[config.mk]
export PLATFORM = sky130hd
export DESIGN_NAME = lfu_cache_table
export DESIGN_NICKNAME = d
export VERILOG_FILES = /design/src/hw/rtl/lct_pkg.sv /design/src/hw/rtl/lct_cell.sv /design/src/hw/rtl/lfu_cache_table.sv
export SDC_FILE = /design/constraint.sdc
export NUM_CORES = 2
export LEC_CHECK = 0
export BUFFER_PORTS_ARGS = -buffer_cell sky130_fd_sc_hd__buf_2
export CORE_AREA = 2 2 445 447
export CTS_CLUSTER_DIAMETER = 30
export CTS_CLUSTER_SIZE = 40
export DETAILED_ROUTE_END_ITERATION = 12
export DIE_AREA = 0 0 447 449
export HOLD_SLACK_MARGIN = 0.15
export PLACE_DENSITY = 0.79
export SLEW_MARGIN = 5
export SYNTH_ARGS = -nofsm -noshare
export SYNTH_HDL_FRONTEND = slang
export SYNTH_SLANG_ARGS = --single-unit
export TNS_END_PERCENT = 10
[constraint.sdc]
create_clock -name clk -period 13.3 [get_ports clk]
set_input_delay 1.33 -clock clk [delete_from_list [all_inputs] [get_ports clk]]
set_output_delay 1.33 -clock clk [all_outputs]
set_load 0.1 [all_outputs]
[src/hw/rtl/lct_pkg.sv]
// Shared types and constants for the LFU cache table.
// Used by lct_cell and the top level lfu_cache_table; no dependencies.
package lct_pkg;

  // Widths fixed by the item format
  localparam int DATA_W = 32;
  localparam int CFG_W  = 5;

  // Reset value of the capacity register
  localparam logic [CFG_W-1:0] CFG_RESET = 5'd16;

  // Read data returned on a get that misses
  localparam logic [DATA_W-1:0] READ_MISS = 32'hFFFF_FFFF;

  // Action codes carried in the input tuser
  localparam logic ACT_GET = 1'b0;
  localparam logic ACT_PUT = 1'b1;

  // Update command applied to the target cell
  typedef enum logic [1:0] {
    CMD_TOUCH,
    CMD_FILL,
    CMD_EVICT
  } cmd_mode_t;

  // Controller states
  typedef enum logic [1:0] {
    ST_IDLE,
    ST_SCAN,
    ST_UPDATE
  } state_t;

endpackage

[src/hw/rtl/lct_cell.sv]
// One entry of the LFU cache table plus one stage of the lookup/victim chain.
// Depends on lct_pkg.
module lct_cell #(
  parameter int CAPACITY    = 16,
  parameter int COUNT_WIDTH = 16,
  parameter int INDEX       = 0,
  localparam int IDX_W  = (CAPACITY > 1) ? $clog2(CAPACITY) : 1,
  // Flat widths of scan_t and cmd_t below
  localparam int SCAN_W = 4 + 5 * IDX_W + lct_pkg::DATA_W + COUNT_WIDTH,
  localparam int CMD_W  = 5 + 2 * IDX_W + 2 * lct_pkg::DATA_W
) (
  input  logic clk,
  input  logic rst,
  input  logic [lct_pkg::DATA_W-1:0] scan_key,
  input  logic [SCAN_W-1:0]          chain_in,
  output logic [SCAN_W-1:0]          chain_out,
  input  logic [CMD_W-1:0]           cmd_in
);

  localparam logic [IDX_W-1:0] MY_IDX = IDX_W'(INDEX);
  localparam logic [COUNT_WIDTH-1:0] COUNT_MAX = {COUNT_WIDTH{1'b1}};

  typedef struct packed {
    logic                   tok;
    logic                   match;
    logic [IDX_W-1:0]       match_idx;
    logic [lct_pkg::DATA_W-1:0] match_val;
    logic [IDX_W-1:0]       match_rank;
    logic                   free_found;
    logic [IDX_W-1:0]       free_idx;
    logic                   vic_found;
    logic [IDX_W-1:0]       vic_idx;
    logic [COUNT_WIDTH-1:0] vic_count;
    logic [IDX_W-1:0]       vic_rank;
  } scan_t;

  typedef struct packed {
    logic                       en;
    lct_pkg::cmd_mode_t         mode;
    logic [IDX_W-1:0]           idx;
    logic                       wr_value;
    logic                       age_all;
    logic [IDX_W-1:0]           limit;
    logic [lct_pkg::DATA_W-1:0] key;
    logic [lct_pkg::DATA_W-1:0] value;
  } cmd_t;

  // Entry state
  logic                       valid;
  logic [lct_pkg::DATA_W-1:0] key;
  logic [lct_pkg::DATA_W-1:0] value;
  logic [COUNT_WIDTH-1:0]     count;
  logic [IDX_W-1:0]           rank;

  scan_t sin;
  scan_t snext;
  scan_t sout;
  cmd_t  cmd;
  logic  here_match;
  logic  take_victim;

  assign sin       = scan_t'(chain_in);
  assign cmd       = cmd_t'(cmd_in);
  assign chain_out = sout;

  // Fold this entry into the running lookup/victim record
  always_comb begin
    here_match  = valid && (key == scan_key);
    take_victim = valid && (!sin.vic_found || (count < sin.vic_count) ||
                  ((count == sin.vic_count) && (rank > sin.vic_rank)));
    snext = sin;
    if (!sin.match && here_match) begin
      snext.match      = 1'b1;
      snext.match_idx  = MY_IDX;
      snext.match_val  = value;
      snext.match_rank = rank;
    end
    if (!sin.free_found && !valid) begin
      snext.free_found = 1'b1;
      snext.free_idx   = MY_IDX;
    end
    if (take_victim) begin
      snext.vic_found = 1'b1;
      snext.vic_idx   = MY_IDX;
      snext.vic_count = count;
      snext.vic_rank  = rank;
    end
  end

  // Hand the record to the next cell
  always_ff @(posedge clk) begin
    if (rst) begin
      sout <= '0;
    end else begin
      sout <= snext;
    end
  end

  // Apply the update command: rewrite the target, age the younger entries
  always_ff @(posedge clk) begin
    if (rst) begin
      valid <= 1'b0;
      rank  <= '0;
    end else if (cmd.en) begin
      if (cmd.idx == MY_IDX) begin
        case (cmd.mode)
          lct_pkg::CMD_TOUCH: begin
            if (count != COUNT_MAX) begin
              count <= count + COUNT_WIDTH'(1);
            end
            if (cmd.wr_value) begin
              value <= cmd.value;
            end
            rank <= '0;
          end
          lct_pkg::CMD_FILL: begin
            valid <= 1'b1;
            key   <= cmd.key;
            value <= cmd.value;
            count <= COUNT_WIDTH'(1);
            rank  <= '0;
          end
          lct_pkg::CMD_EVICT: begin
            key   <= cmd.key;
            value <= cmd.value;
            count <= COUNT_WIDTH'(1);
            rank  <= '0;
          end
          default: begin
            rank <= rank;
          end
        endcase
      end else if (valid && (cmd.age_all || (rank < cmd.limit))) begin
        rank <= rank + IDX_W'(1);
      end
    end
  end

endmodule

[src/hw/rtl/lfu_cache_table.sv]
// Top level of the LFU cache table: controller, capacity register, result register
// and the chain of lct_cell entries. Depends on lct_pkg and lct_cell.
//
// Fully associative key/value store with least-frequently-used replacement and
// least-recently-used tie-break among equal use counts.
// Input channel s_*: tuser[0] = action (0 get, 1 put), tdata = {value, key}.
// Output channel m_*: tuser[0] = hit, tdata = read_value (value on a get hit,
// all ones on a get miss, zero on a put).
// Configuration: cfg_wr_en/cfg_wr_data write the capacity in use; values above
// CAPACITY act as CAPACITY, zero turns every put into a no-op.
// An item is taken only in the idle state. Its lookup record walks the chain of
// CAPACITY cells, one cell per cycle, then the update is applied to all cells at
// once and the result is registered. A new item is taken only after the update of
// the last one is applied.
// A stalled result holds in the output register; the next item is accepted
// meanwhile and its update waits only until that register is free.
// Reset empties the table, clears all recency ranks and sets the capacity to 16.
module lfu_cache_table #(
  parameter int CAPACITY    = 16,
  parameter int COUNT_WIDTH = 16
) (
  input  logic        clk,
  input  logic        rst,
  input  logic        s_tvalid,
  output logic        s_tready,
  input  logic [63:0] s_tdata,   // [31:0] key, [63:32] value
  input  logic [0:0]  s_tuser,   // [0] action
  output logic        m_tvalid,
  input  logic        m_tready,
  output logic [31:0] m_tdata,   // [31:0] read_value
  output logic [0:0]  m_tuser,   // [0] hit
  input  logic        cfg_wr_en,
  input  logic [lct_pkg::CFG_W-1:0] cfg_wr_data
);

  localparam int IDX_W = (CAPACITY > 1) ? $clog2(CAPACITY) : 1;
  localparam int OCC_W = $clog2(CAPACITY + 1);
  localparam int CMP_W = (OCC_W > lct_pkg::CFG_W) ? OCC_W : lct_pkg::CFG_W;
  localparam int DW    = lct_pkg::DATA_W;

  typedef struct packed {
    logic                   tok;
    logic                   match;
    logic [IDX_W-1:0]       match_idx;
    logic [DW-1:0]          match_val;
    logic [IDX_W-1:0]       match_rank;
    logic                   free_found;
    logic [IDX_W-1:0]       free_idx;
    logic                   vic_found;
    logic [IDX_W-1:0]       vic_idx;
    logic [COUNT_WIDTH-1:0] vic_count;
    logic [IDX_W-1:0]       vic_rank;
  } scan_t;

  typedef struct packed {
    logic               en;
    lct_pkg::cmd_mode_t mode;
    logic [IDX_W-1:0]   idx;
    logic               wr_value;
    logic               age_all;
    logic [IDX_W-1:0]   limit;
    logic [DW-1:0]      key;
    logic [DW-1:0]      value;
  } cmd_t;

  lct_pkg::state_t state;
  lct_pkg::state_t state_next;

  logic [lct_pkg::CFG_W-1:0] capacity;
  logic [OCC_W-1:0]          occ;
  logic                      start;
  logic                      action_r;
  logic [DW-1:0]             key_r;
  logic [DW-1:0]             value_r;
  scan_t                     res;

  scan_t seed;
  scan_t chain [CAPACITY];
  cmd_t  cmd;

  logic            accept;
  logic            fire;
  logic            fill;
  logic            res_hit;
  logic [DW-1:0]   res_read;
  logic [CMP_W-1:0] cap_ext;
  logic [CMP_W-1:0] cap_sat;
  logic [CMP_W-1:0] occ_ext;

  assign accept = s_tvalid && s_tready;

  // Seed record enters the first cell in the cycle after acceptance
  always_comb begin
    seed     = '0;
    seed.tok = start;
  end

  // Chain of entry cells
  for (genvar i = 0; i < CAPACITY; i++) begin : g_cell
    if (i == 0) begin : g_first
      lct_cell #(
        .CAPACITY    (CAPACITY),
        .COUNT_WIDTH (COUNT_WIDTH),
        .INDEX       (i)
      ) u_cell (
        .clk       (clk),
        .rst       (rst),
        .scan_key  (key_r),
        .chain_in  (seed),
        .chain_out (chain[i]),
        .cmd_in    (cmd)
      );
    end else begin : g_next
      lct_cell #(
        .CAPACITY    (CAPACITY),
        .COUNT_WIDTH (COUNT_WIDTH),
        .INDEX       (i)
      ) u_cell (
        .clk       (clk),
        .rst       (rst),
        .scan_key  (key_r),
        .chain_in  (chain[i-1]),
        .chain_out (chain[i]),
        .cmd_in    (cmd)
      );
    end
  end

  // Next state
  always_comb begin
    state_next = state;
    case (state)
      lct_pkg::ST_IDLE: begin
        if (accept) begin
          state_next = lct_pkg::ST_SCAN;
        end
      end
      lct_pkg::ST_SCAN: begin
        if (chain[CAPACITY-1].tok) begin
          state_next = lct_pkg::ST_UPDATE;
        end
      end
      lct_pkg::ST_UPDATE: begin
        if (!m_tvalid || m_tready) begin
          state_next = lct_pkg::ST_IDLE;
        end
      end
      default: begin
        state_next = lct_pkg::ST_IDLE;
      end
    endcase
  end

  // Decide the update and the result from the finished record
  always_comb begin
    cap_ext  = CMP_W'(capacity);
    cap_sat  = (cap_ext > CMP_W'(CAPACITY)) ? CMP_W'(CAPACITY) : cap_ext;
    occ_ext  = CMP_W'(occ);
    s_tready = (state == lct_pkg::ST_IDLE);
    fire     = (state == lct_pkg::ST_UPDATE) && (!m_tvalid || m_tready);
    fill     = 1'b0;
    res_hit  = res.match;
    res_read = '0;
    cmd          = '0;
    cmd.mode     = lct_pkg::CMD_TOUCH;
    cmd.key      = key_r;
    cmd.value    = value_r;
    if (action_r == lct_pkg::ACT_GET) begin
      if (res.match) begin
        res_read  = res.match_val;
        cmd.en    = fire;
        cmd.idx   = res.match_idx;
        cmd.limit = res.match_rank;
      end else begin
        res_read = lct_pkg::READ_MISS;
      end
    end else if (cap_sat != '0) begin
      if (res.match) begin
        cmd.en       = fire;
        cmd.idx      = res.match_idx;
        cmd.limit    = res.match_rank;
        cmd.wr_value = 1'b1;
      end else if ((occ_ext < cap_sat) && res.free_found) begin
        fill        = fire;
        cmd.en      = fire;
        cmd.mode    = lct_pkg::CMD_FILL;
        cmd.idx     = res.free_idx;
        cmd.age_all = 1'b1;
      end else if (res.vic_found) begin
        cmd.en    = fire;
        cmd.mode  = lct_pkg::CMD_EVICT;
        cmd.idx   = res.vic_idx;
        cmd.limit = res.vic_rank;
      end
    end
  end

  // Control registers
  always_ff @(posedge clk) begin
    if (rst) begin
      state    <= lct_pkg::ST_IDLE;
      start    <= 1'b0;
      capacity <= lct_pkg::CFG_RESET;
      occ      <= '0;
      m_tvalid <= 1'b0;
    end else begin
      state <= state_next;
      start <= accept;
      if (cfg_wr_en) begin
        capacity <= cfg_wr_data;
      end
      if (fill) begin
        occ <= occ + OCC_W'(1);
      end
      if (fire) begin
        m_tvalid <= 1'b1;
      end else if (m_tready) begin
        m_tvalid <= 1'b0;
      end
    end
  end

  // Payload registers: hold the item, the finished record and the result
  always_ff @(posedge clk) begin
    if (accept) begin
      action_r <= s_tuser[0];
      key_r    <= s_tdata[31:0];
      value_r  <= s_tdata[63:32];
    end
    if ((state == lct_pkg::ST_SCAN) && chain[CAPACITY-1].tok) begin
      res <= chain[CAPACITY-1];
    end
    if (fire) begin
      m_tdata    <= res_read;
      m_tuser[0] <= res_hit;
    end
  end

endmodule
==> metrics <==
gr ovfl total 0; outcome complete, no violations; Avg WL per Cell around 21 um; DRC 0; Final Cycle Share between 40% and 50%; largest net degree at the start of global routing between 200 and 250; Root Driver clkbuf_16; share of layout cells above drive strength 1 a little under an eighth; Max Fclk roughly 0.17 GHz; Least-Margin Pin Slew between 1000 and 1500 ps; Reg clk slew, reported paths about 50 ps; total core area ~200000 um2; 1st-iter DRT viols about 7000; register area share after synthesis 62.3%; Die Y approximately 450 um; Setup TNS Final 0 ps; Inserted Clock Buffers about 440; Mapped Nets roughly 9000; Syn Area/Cell around 12 um2; routability cong. 0.888; GRT Total Usage approximately a quarter; final setup fails 0; first-pass GRT wire length approximately 400 mm; cell taking the most area after synthesis edfxtp_1; IO buf count between 100 and 150; CTS Buffer Depth 4; Clock Skew around 110 ps; Yosys warning total 0; worst-path fanout max 33; Mapped Cells between 8000 and 9000; EDFF count, synth between 1000 and 1500; peak supply drop between 0.1 and 0.15 mV; DP HPWL roughly 150 mm; crit end category flip-flop; cell area power density ~160 nW/um2; most frequent cells in the layout 1433 x edfxtp_1, 1185 x dfxtp_1, 807 x nor2_1; Via density between 5 and 6; final hold violations 0; ys async rst share 0%; max-slew violation count 0; cts repair resizes 0; clk sinks 2618; max-cap viol count 0; drt first pass iters 8; Area Growth Syn to Fin 17.4%; CP arrival approximately 6400 ps; nets 9501; postcts setup bufs 0; Slew HR roughly 7.7%; Mapped Area between 100000 and 150000 um2; initial antenna violation count 9; unrepaired setup endpoints after global routing false; commonest non-fill, non-tap cell in the layout edfxtp_1; Initial Utilization between 50 and 60%; FP Rows around 160; Min-Delay Path Class flip-flop to flip-flop; share of the synthesized area in the top cell type between 40 and 50%; number of I/O pins 110; Primary FF master, synth edfxtp_1; crit start category flip-flop; Post-CTS Hold Buffers 0; H-tree Lvls 5; final WL roughly 250 mm; CP Class flip-flop to flip-flop; Core Util, Final between 60 and 70%; critical path required time around 14000 ps; Synth cell types around 100; CTS tree done; Seq cells post-synth around 2600; top cells by area in the synthesized netlist edfxtp_1 40%, dfxtp_1 22%, mux2i_1 6.5%, ha_1 4.3%, xnor2_1 4.3%; Die Area 201000 um2; Detail Route Antenna Nets 0; total number of vias 68600; LEAKAGE approximately 45 nW; Die Width approximately 450 um; Tmin final ~5800 ps; vias in the first global route 70500; clk_lat worst skew 1010 ps
area by class of cell:
type | count | area [um2]
sequential | 2618 | 66800
timing repair buffer | 243 | 1600
tap | 2640 | 3300
inverter | 429 | 1620
multi-input combinational | 5326 | 37200
clock inverter | 280 | 3360
fill | 13600 | 70400
clock buffer | 524 | 11900
antenna | 8 | 20.0
per-layer routing:
metal / routed length, um / GRT usage [%] / up-vias
met5: 15 / 0 / -
met4: 9090 / 10.1 / 2
met3: 19200 / 5.00 / 627
met2: 120000 / 40.5 / 2676
met1: 104000 / 32.6 / 33600
li1: - / - / 31700
worst paths after layout:
kind                            slack [ps]                              startpoint                                end  cells after the start
worst max-delay path                  7520                              cap_ext[4]  g_cell[1].g_next.u_cell.value[13]                     12
worst min-delay path                   370  g_cell[15].g_next.u_cell.chain_out[20]                            res[20]                      0
worst min register to register         370  g_cell[15].g_next.u_cell.chain_out[20]                            res[20]                      0
worst max register to register        7520                              cap_ext[4]  g_cell[1].g_next.u_cell.value[13]                     12
through the flow:
| stage | setup slack [ps] | total power (W) | hold slack, ps | instance area, um2 | cells |
|---|---|---|---|---|---|
| after floorplan | 7150 | 0.00896 | 386 | 107000 | 8827 |
| after global placement | 7820 | 0.00909 | 388 | 110000 | 11300 |
| after detailed placement | 7670 | 0.00910 | 389 | 110000 | 11300 |
| after CTS | 7580 | 0.0206 | 379 | 126000 | 12100 |
| after global routing | 7270 | 0.0210 | 375 | 126000 | 12100 |
| final | 7520 | 0.0205 | 374 | 126000 | 12100 |
critical path: stages (launching register included):
cell and delay (ps):
dfxtp_1 330, inv_1 520, nand2_1 140, ha_1 380, nand3_1 110, or3_4 420, and3_1 360, inv_2 560
ha_1 280, nor2b_1 60, nor3_1 420, nand2_2 700, nor2_4 990
logic make-up (layout without fill, tap and decap cells):
logic type                 Yosys count  count (layout)  share of synthesized area (%)
adders and majority gates          373             373                           4.36
muxes                              701             701                           6.56
and+or+nand+nor                   2614            2614                           12.0
AOI/OAI and AO/OA                  922             922                           5.55
buffers and inverters              883            1476                           3.34
DFF                               2618            2618                           62.3
xor gates and xnor gates           716             716                           5.85
other                                0               8                              0
registers in the layout (all words and copies together), names as in the netlist, 54 cells and up:
| name | flops |
|---|---|
| g_cell.g_first.u_cell.chain_out | 60 |
| g_cell.g_next.u_cell.chain_out | 1031 |
| g_cell.g_next.u_cell.count | 240 |
| g_cell.g_next.u_cell.key | 480 |
| g_cell.g_next.u_cell.rank | 60 |
| g_cell.g_next.u_cell.value | 480 |
| res | 54 |
cell usage after synthesis (35+ instances only):
cell type and number:
edfxtp_1 1433, dfxtp_1 1185, nor2_1 850, mux2i_1 696
xnor2_1 523, nand2_1 480, inv_1 428, ha_1 372
clkbuf_1 301, nand3_1 300, and2_1 299, a21oi_1 275
nand4_1 209, xor2_1 193, o21ai_0 189, buf_2 108
a21o_1 90, and3_1 90, nor4_1 85, nor2b_1 77
o21a_1 74, nor3_1 47, o31ai_1 41, nor3b_1 36
o211ai_1 35
report_power, final:
group	internal (W)	switching, W	total [W]
registers	0.00854	0.0000482	0.00859
clock network	0.00752	0.00402	0.0115
logic	0.0000990	0.000261	0.000360
total	0.0162	0.00433	0.0205
(Power assumes the default switching activity.)
